===== config.mk =====
export PLATFORM = sky130hd
export DESIGN_NAME = asge_substep
export DESIGN_NICKNAME = d
export VERILOG_FILES = /design/src/sv/asge_pkg.sv /design/src/sv/asge_substep.sv
export SDC_FILE = /design/constraint.sdc
export NUM_CORES = 2
export LEC_CHECK = 0
export ABC_AREA = 1
export ABC_CLOCK_PERIOD_IN_PS = 27200
export BUFFER_PORTS_ARGS = -buffer_cell sky130_fd_sc_hd__buf_2
export CAP_MARGIN = 10
export CORE_MARGIN = 5
export CORE_UTILIZATION = 60
export DETAILED_ROUTE_END_ITERATION = 12
export PLACE_DENSITY = 0.9
export SYNTH_ARGS = -nofsm -noshare
export SYNTH_HDL_FRONTEND = slang
export SYNTH_SLANG_ARGS = --single-unit

===== constraint.sdc =====
create_clock -name clk_i -period 27.2 [get_ports clk_i]
set_clock_uncertainty 0.2 [all_clocks]
set_input_delay 1.36 -clock clk_i [delete_from_list [all_inputs] [get_ports clk_i]]
set_output_delay 1.36 -clock clk_i [all_outputs]
set_load 0.05 [all_outputs]

===== src/sv/asge_pkg.sv =====
// Shared constants, codes and pipeline payload types for the gas exchange step.
`timescale 1ns / 1ps
package asge_pkg;

  // Number of mixed layers summed into the exchange depth
  localparam int MIXED_LAYERS = 2;
  // Largest programmable substep count, one unrolled substep each
  localparam int NUM_SUBSTEPS = 63;

  // Internal widths, set by the field ranges
  localparam int DEPTH_W = 25;   // sum of two Q16.8 thicknesses
  localparam int TGT_W   = 33;   // saturation * pressure, Q.24
  localparam int KE_W    = 32;   // open-water piston velocity, Q.40
  localparam int SC_W    = 53;   // positive Schmidt number, Q.16
  localparam int Q_W     = 58;   // 660 * 2^48 / Sc
  localparam int G_W     = 29;   // floor square root of the above
  localparam int KG_W    = 37;   // kg, Q.32
  localparam int N_W     = 69;   // kg * dt
  localparam int ALPHA_W = 36;   // relaxation factor, Q.32
  localparam int DIFF_W  = 35;   // target - concentration

  localparam int QLO_W   = ALPHA_W;  // dividend bits shifted into the depth divider
  localparam int ROOT_REM_W = G_W + 2;

  // Dividend of the Schmidt scale division
  localparam logic [Q_W-1:0] SC_NUM = Q_W'(660) << 48;

  localparam logic [5:0] SUBSTEPS_RESET = 6'd30;

  // Configuration register indexes
  localparam logic [2:0] REG_A0     = 3'd0;
  localparam logic [2:0] REG_A1     = 3'd1;
  localparam logic [2:0] REG_A2     = 3'd2;
  localparam logic [2:0] REG_A3     = 3'd3;
  localparam logic [2:0] REG_DT     = 3'd4;
  localparam logic [2:0] REG_COUNT  = 3'd5;

  typedef enum logic [1:0] {
    ST_UPDATED = 2'd0,
    ST_LAND    = 2'd1,
    ST_INVALID = 2'd2
  } status_e;

  // Fields carried through the front of the pipeline
  typedef struct packed {
    logic [KE_W-1:0]    ke;
    logic [DEPTH_W-1:0] depth;
    logic [TGT_W-1:0]   target;
    logic [31:0]        conc;
    status_e            status;
  } side_t;

  // Fields carried through the substep chain
  typedef struct packed {
    logic [ALPHA_W-1:0] alpha;
    logic [TGT_W-1:0]   target;
    logic [31:0]        conc;
    status_e            status;
  } step_t;

endpackage


===== src/sv/asge_substep.sv =====
// One explicit Euler substep: difference stage, then scale and saturating update stage.
`timescale 1ns / 1ps
module asge_substep (
  input  logic            clk_i,
  input  logic            rst_ni,
  input  logic            en_i,
  input  logic            active_i,
  input  logic            valid_i,
  input  asge_pkg::step_t step_i,
  output logic            valid_o,
  output asge_pkg::step_t step_o
);
  import asge_pkg::*;

  logic signed [DIFF_W-1:0] diff;
  logic [DIFF_W-1:0]        mag_d;

  logic              valid_a_q;
  step_t             step_a_q;
  logic [DIFF_W-1:0] mag_a_q;
  logic              neg_a_q;
  logic              upd_a_q;

  logic [54:0]        prod_hi;
  logic [50:0]        prod_lo;
  logic [55:0]        sum;
  logic [38:0]        delta;
  logic signed [40:0] c_ext;
  logic signed [40:0] c_new;
  logic [31:0]        c_sat;
  step_t              step_d;

  // Distance to target and its magnitude
  assign diff  = $signed({2'b00, step_i.target}) - DIFF_W'($signed(step_i.conc));
  assign mag_d = diff[DIFF_W-1] ? DIFF_W'(-diff) : DIFF_W'(diff);

  always_ff @(posedge clk_i or negedge rst_ni) begin
    if (!rst_ni) begin
      valid_a_q <= 1'b0;
    end else if (en_i) begin
      valid_a_q <= valid_i;
    end
  end

  always_ff @(posedge clk_i) begin
    if (en_i) begin
      step_a_q <= step_i;
      mag_a_q  <= mag_d;
      neg_a_q  <= diff[DIFF_W-1];
      upd_a_q  <= active_i && (step_i.status == ST_UPDATED);
    end
  end

  // alpha * |diff| / 2^32, alpha split at bit 16
  assign prod_hi = 55'(mag_a_q) * 55'(step_a_q.alpha[ALPHA_W-1:16]);
  assign prod_lo = 51'(mag_a_q) * 51'(step_a_q.alpha[15:0]);
  assign sum     = 56'(prod_hi) + 56'(prod_lo[50:16]);
  assign delta   = sum[54:16];

  // Move toward target and clamp to the signed 32-bit range
  assign c_ext = 41'($signed(step_a_q.conc));
  assign c_new = neg_a_q ? c_ext - $signed({2'b00, delta}) : c_ext + $signed({2'b00, delta});

  always_comb begin
    if (c_new > 41'sd2147483647) begin
      c_sat = 32'h7FFF_FFFF;
    end else if (c_new < -41'sd2147483648) begin
      c_sat = 32'h8000_0000;
    end else begin
      c_sat = c_new[31:0];
    end
    step_d = step_a_q;
    if (upd_a_q) begin
      step_d.conc = c_sat;
    end
  end

  always_ff @(posedge clk_i or negedge rst_ni) begin
    if (!rst_ni) begin
      valid_o <= 1'b0;
    end else if (en_i) begin
      valid_o <= valid_a_q;
    end
  end

  always_ff @(posedge clk_i) begin
    if (en_i) begin
      step_o <= step_d;
    end
  end

endmodule


# Yosys cells after proc, flatten, opt, wreduce, memory -nomap -nowiden

Index checks and enable logic that the tools add are counted.

Add/subtract/negate cells: 5
Multipliers: 2
Magnitude comparators: 2
Mux-type cells: 5
Reductions and logical operators: 2

Operator list:

| operator                                                                        | number |
|---|---|
| 32-bit 2-to-1 mux                                                               | 3 |
| 55-bit by 35-bit adder with 55-bit output                                       | 1 |
| 35-bit by 20-bit multiplier with 55-bit output                                  | 1 |
| 35-bit by 16-bit multiplier with 51-bit output                                  | 1 |
| 32-bit by 40-bit adder with 41-bit output                                       | 1 |
| 41-bit by 32-bit > comparator with 1-bit output (second input constant)         | 1 |
| 41-bit by 32-bit less-than comparator with 1-bit output (second input constant) | 1 |
| 41-bit 2-to-1 mux                                                               | 1 |
| 32-bit by 40-bit subtractor with 41-bit output                                  | 1 |
| 35-bit negation                                                                 | 1 |
| 34-bit by 32-bit subtractor with 35-bit output                                  | 1 |
| 34-bit 2-to-1 mux                                                               | 1 |
| 2-bit logical NOT                                                               | 1 |
| 1-bit logical AND                                                               | 1 |

Flip-flop bits (word level): 245
Bits of input ports: 108
Output and inout bits: 104
Word-level logic and storage cells: 30

# Longest topological paths before layout

Word-level depth: 8
Gate-level depth with buffers: 86
Depth with buffers taken out: 82

# Worst setup path after synthesis

No wires, ideal clock.

Path kind: reg2reg
From: register mag_a_q[10]
To: register step_o[32] in the netlist's numbering, data pin
Setup time: 0.260 ns
Arrival time: 14.175 ns
Required time: 26.740 ns
Path slack: 12.565 ns
Cell stages (with the launch flop): 75
Buffers on the path: 4
Period minus slack after synthesis: 14.635 ns
Cell sequence: edfxtp_1 clkbuf_1 clkbuf_1 nand2_1 fa_1 fa_1 fa_1 fa_1 inv_1 fa_1 inv_1 fa_1 inv_1 ha_1 a21oi_1 nand2_1 a21oi_1 nand2_1 [... 39 more ...] nor3_1 and3_1 a21oi_1 o21ai_0 nand3_1 nand3_1 nand3_1 nand2_1 xor2_1 nand2_1 nor2_1 nand3_1 nand3_2 nand2_1 inv_2 buf_6 buf_12 a21oi_4

RTL lines:

| item                   | line               | RTL |
|---|---|---|
| from (decl)            | asge_substep.sv:20 | `logic [DIFF_W-1:0] mag_a_q;` |
| from (signal assigned) | asge_substep.sv:48 | `mag_a_q <= mag_d;` |
| to (signal assigned)   | asge_substep.sv:88 | `step_o <= step_d;` |
| to (decl)              | asge_substep.sv:11 | `output asge_pkg::step_t step_o` |

==> run_summary.xml <==
<?xml version="1.0" encoding="UTF-8"?>
<metrics>
  <group name="status">
    <metric name="run_status" unit="">finished clean</metric>
  </group>
  <group name="critical_path">
    <metric name="worst-r2r-setup-slack" unit="ps">9380</metric>
    <metric name="setup.worst_path.class" unit="">reg -&gt; reg</metric>
    <metric name="critical_path_end_type" unit="">flip-flop</metric>
    <metric name="worstSetupStartpointType" unit="">flip-flop</metric>
    <metric name="cp_data_required_time" unit="ps">27490</metric>
    <metric name="cpPeakStageDelay" unit="ps">810</metric>
    <metric name="critPathCapture" unit="">step_o[24]$_DFFE_PP_</metric>
    <metric name="timing.critical_path.slowest_stage_cell" unit="">sky130_fd_sc_hd__nand2_1</metric>
    <metric name="arrival_time_of_data_at_the_critical_path_endpoint" unit="ps">18110</metric>
    <metric name="cp_max_fo" unit="">36</metric>
    <metric name="critical_path.most_common_cell" unit="">sky130_fd_sc_hd__inv_1</metric>
    <metric name="timing.critical_path.from" unit="">mag_a_q[10]$_DFFE_PP_</metric>
    <metric name="r2r_start" unit="">mag_a_q[10]$_DFFE_PP_</metric>
    <metric name="r2r-end" unit="">step_o[24]$_DFFE_PP_</metric>
    <metric name="r2r.worst_path.cells" unit="">70</metric>
  </group>
  <group name="synth">
    <metric name="post_synth_mux_area_share" unit="">0</metric>
    <metric name="syn-instance-count" unit="">6739</metric>
    <metric name="synth_top_flop_cell" unit="">sky130_fd_sc_hd__edfxtp_1</metric>
    <metric name="synth_largest_area_cell" unit="">sky130_fd_sc_hd__fa_1</metric>
    <metric name="synth_fp_nets" unit="">8290</metric>
    <metric name="main_combinational_cell_family_by_area_after_synthesis" unit="">adder cells</metric>
    <metric name="synth_area" unit="mm2">0.0551</metric>
    <metric name="synth_compound_area_frac" unit="">0.0555</metric>
    <metric name="synth-simple-area-share" unit="">0.161</metric>
    <metric name="synthTopCellsByCount" unit="">sky130_fd_sc_hd__inv_1, sky130_fd_sc_hd__nand2_1, sky130_fd_sc_hd__fa_1</metric>
    <metric name="synth_register_bits" unit="">245</metric>
    <metric name="synthesis.area_per_instance" unit="um2">8.18</metric>
    <metric name="synthTopCellsByArea" unit="">sky130_fd_sc_hd__fa_1, sky130_fd_sc_hd__edfxtp_1, sky130_fd_sc_hd__inv_1, sky130_fd_sc_hd__nand2_1, sky130_fd_sc_hd__ha_1</metric>
    <metric name="top_area_cell_type_share_of_the_netlist_area" unit="">0.394</metric>
    <metric name="yosysWarningCount" unit="">0</metric>
    <metric name="synthDistinctLibCells" unit="">55</metric>
    <metric name="synth_most_common_cell" unit="">sky130_fd_sc_hd__inv_1</metric>
    <metric name="number_of_synthesized_flops_with_an_enable_pin" unit="">243</metric>
    <metric name="async_flop_share" unit="">0.00816</metric>
    <metric name="synth_xor_xnor_area_share" unit="">0.0321</metric>
    <metric name="ys_seq_area_frac" unit="">0.133</metric>
    <metric name="synth-adder-area-share" unit="">0.475</metric>
  </group>
  <group name="global_route">
    <metric name="number_of_global_route_vias_before_repair" unit="">50662</metric>
    <metric name="groute.usage.overall" unit="">0.355</metric>
    <metric name="maximum_number_of_pins_on_one_net_before_global_route_repair" unit="">129</metric>
    <metric name="grt_overflow" unit="">0</metric>
    <metric name="grt_pass1_wl" unit="um">272000</metric>
    <metric name="number_of_antenna_violations_at_the_first_check_in_global_routing" unit="">3</metric>
  </group>
  <group name="cts">
    <metric name="post_cts_resized" unit="">0</metric>
    <metric name="num_clock_sinks" unit="">245</metric>
    <metric name="tritoncts" unit="">built</metric>
    <metric name="clock_tree.root_cell" unit="">sky130_fd_sc_hd__clkbuf_16</metric>
    <metric name="cts-htree-levels" unit="">1</metric>
    <metric name="path_clk_slew" unit="ps">60</metric>
    <metric name="cts_hold_buffers" unit="">0</metric>
    <metric name="tritoncts.num_buffers" unit="">31</metric>
    <metric name="worst_skew_pair.late_latency" unit="ps">650</metric>
    <metric name="post_cts.repair.setup_buffers" unit="">0</metric>
    <metric name="largest_buffer_count_on_any_clock_path" unit="">3</metric>
  </group>
  <group name="min_path">
    <metric name="worst_hold_path_type" unit="">reg -&gt; reg</metric>
  </group>
  <group name="placed_design">
    <metric name="gp_congestion" unit="">1.04</metric>
    <metric name="dp_cells" unit="">7909</metric>
    <metric name="detailedPlacementHpwl" unit="um">132000</metric>
    <metric name="io_buffers" unit="">211</metric>
  </group>
  <group name="floorplanning">
    <metric name="die_h" unit="um">313</metric>
    <metric name="die_width" unit="um">313</metric>
    <metric name="placement_rows" unit="">111</metric>
    <metric name="die-area" unit="mm2">0.0980</metric>
    <metric name="num_io_pins" unit="">212</metric>
    <metric name="initial_core_util" unit="">0.603</metric>
    <metric name="core_area" unit="mm2">0.0914</metric>
  </group>
  <group name="cells_and_area">
    <metric name="final_cells" unit="">7965</metric>
    <metric name="utilization" unit="">0.635</metric>
    <metric name="fill_cells" unit="">7331</metric>
    <metric name="final_net_count" unit="">8307</metric>
    <metric name="layout-area-overhead-vs-synth" unit="%">5.38</metric>
    <metric name="layout_cell_share_with_drive_strength_beyond_1" unit="">0.0580</metric>
  </group>
  <group name="drt">
    <metric name="finalWirelength" unit="um">171000</metric>
    <metric name="drt-wirelength-per-cell" unit="um">21.5</metric>
    <metric name="drt_pass1_iterations" unit="">7</metric>
    <metric name="dr.first_iter.drc_count" unit="">4348</metric>
    <metric name="route.antenna.remaining_nets" unit="">0</metric>
    <metric name="detailroute.via_count" unit="">45884</metric>
    <metric name="drt_drc_violations_left" unit="">0</metric>
    <metric name="via_count_normalized_by_instance_count" unit="">5.76</metric>
  </group>
  <group name="flow_run">
    <metric name="max_capacitance_violation_count" unit="">0</metric>
  </group>
  <group name="sta">
    <metric name="rsz_0062_raised_after_global_routing" unit="">no</metric>
    <metric name="min_period_over_period" unit="">0.655</metric>
    <metric name="worst_pin_slew" unit="ps">1090</metric>
    <metric name="timing.setup.tns" unit="ps">0</metric>
    <metric name="slew_headroom" unit="">0.272</metric>
    <metric name="timing.final.crit_period" unit="ps">17820</metric>
    <metric name="hold_violations" unit="">0</metric>
    <metric name="slew_viol_final" unit="">0</metric>
    <metric name="setup_violations" unit="">0</metric>
    <metric name="fmax" unit="MHz">56.1</metric>
  </group>
</metrics>
## per-stage QoR
step                setup WS [ps]  hold WS [ps]  area [um2]
floorplan                   12570           200       55100
global route                 8240           226       58100
global placement             9600           200       57000
detailed placement           9630           206       57000
CTS                          9560           211       58100
finish                       9380           208       58100
## layer usage
metal,GRT usage,vias to the layer above,share of wire
li1,-,19686,-
met1,0.419,22254,0.34
met2,0.580,3037,0.46
met3,0.0852,905,0.12
met4,0.237,2,0.086
met5,0,-,0.000070
## final cells by class
| type | count | area (um2) | share of cell area |
|---|---|---|---|
| multi-input cells | 4405 | 39900 | 0.687 |
| flip-flops and latches | 245 | 7350 | 0.127 |
| inverters | 1785 | 6700 | 0.115 |
| repair buffers | 288 | 1640 | 0.0283 |
| well taps | 1186 | 1480 | 0.0256 |
| clock buffers | 37 | 798 | 0.0137 |
| clock inverters | 18 | 225 | 0.00388 |
| diodes | 1 | 2.50 | 0.0000431 |
## logic make-up (layout without fill, tap and decap cells)
group / Yosys count / in the layout
buffers and inverters: 2089 / 2128
XOR/XNOR: 197 / 197
adder cells (fa/ha/maj): 1443 / 1443
flip-flops: 245 / 245
other: 0 / 1
AND/OR/NAND/NOR: 2234 / 2234
AO/OA/AOI/OAI: 531 / 531
## critical path, delay by kind of cell, from the launching register on
family | cells | cell delay [ps]
buffers and inverters | 14 | 1300
AO/OA/AOI/OAI | 16 | 3710
adder cells (fa/ha/maj) | 15 | 7320
AND/OR/NAND/NOR | 21 | 3990
flip-flops | 1 | 320
XOR/XNOR | 4 | 720
## sequential cells by signal (all words and copies together), names as in the netlist
register,flops
step_o,103
upd_a_q,1
c_ext,32
mag_a_q,35
valid_a_q,1
valid_o,1
neg_a_q,1
step_a_q,71
## worst min-delay path by stage
stage / start / depth (start not counted) / endpoint / slack [ps]
6_report: step_a_q[40]$_DFFE_PP_ / 0 / step_o[40]$_DFFE_PP_ / 210
5_1_grt: step_a_q[40]$_DFFE_PP_ / 0 / step_o[40]$_DFFE_PP_ / 230
4_1_cts: step_a_q[40]$_DFFE_PP_ / 0 / step_o[40]$_DFFE_PP_ / 210
3_5_place_dp: step_a_q[39]$_DFFE_PP_ / 0 / step_o[39]$_DFFE_PP_ / 210
3_3_place_gp: step_a_q[38]$_DFFE_PP_ / 0 / step_o[38]$_DFFE_PP_ / 200
2_1_floorplan: step_a_q[0]$_DFFE_PP_ / 0 / step_o[0]$_DFFE_PP_ / 200
## cells in the final DEF, fill, tap and decap left out, drive strengths merged, types with 2 or more instances in the layout
cell type,count
inv,1788
nand2,1736
fa,1085
ha,358
nor2,306
buf,288
a21oi,280
edfxtp,243
o21ai,141
xor2,118
nand3,89
xnor2,79
nor3,46
clkbuf,37
o21a,24
a31oi,24
nand4,22
a21o,12
nor4,11
o211ai,10
nand3b,10
o21bai,9
a21boi,9
clkinv,9
o31ai,6
o221ai,6
and3,4
o2111ai,4
bufinv,4
nor3b,4
a211oi,3
and2,3
or2,3
clkinvlp,2
dfrtp,2
Power is not shown: default switching activity piles up to over one toggle a cycle in this logic, so the estimate is an artifact.
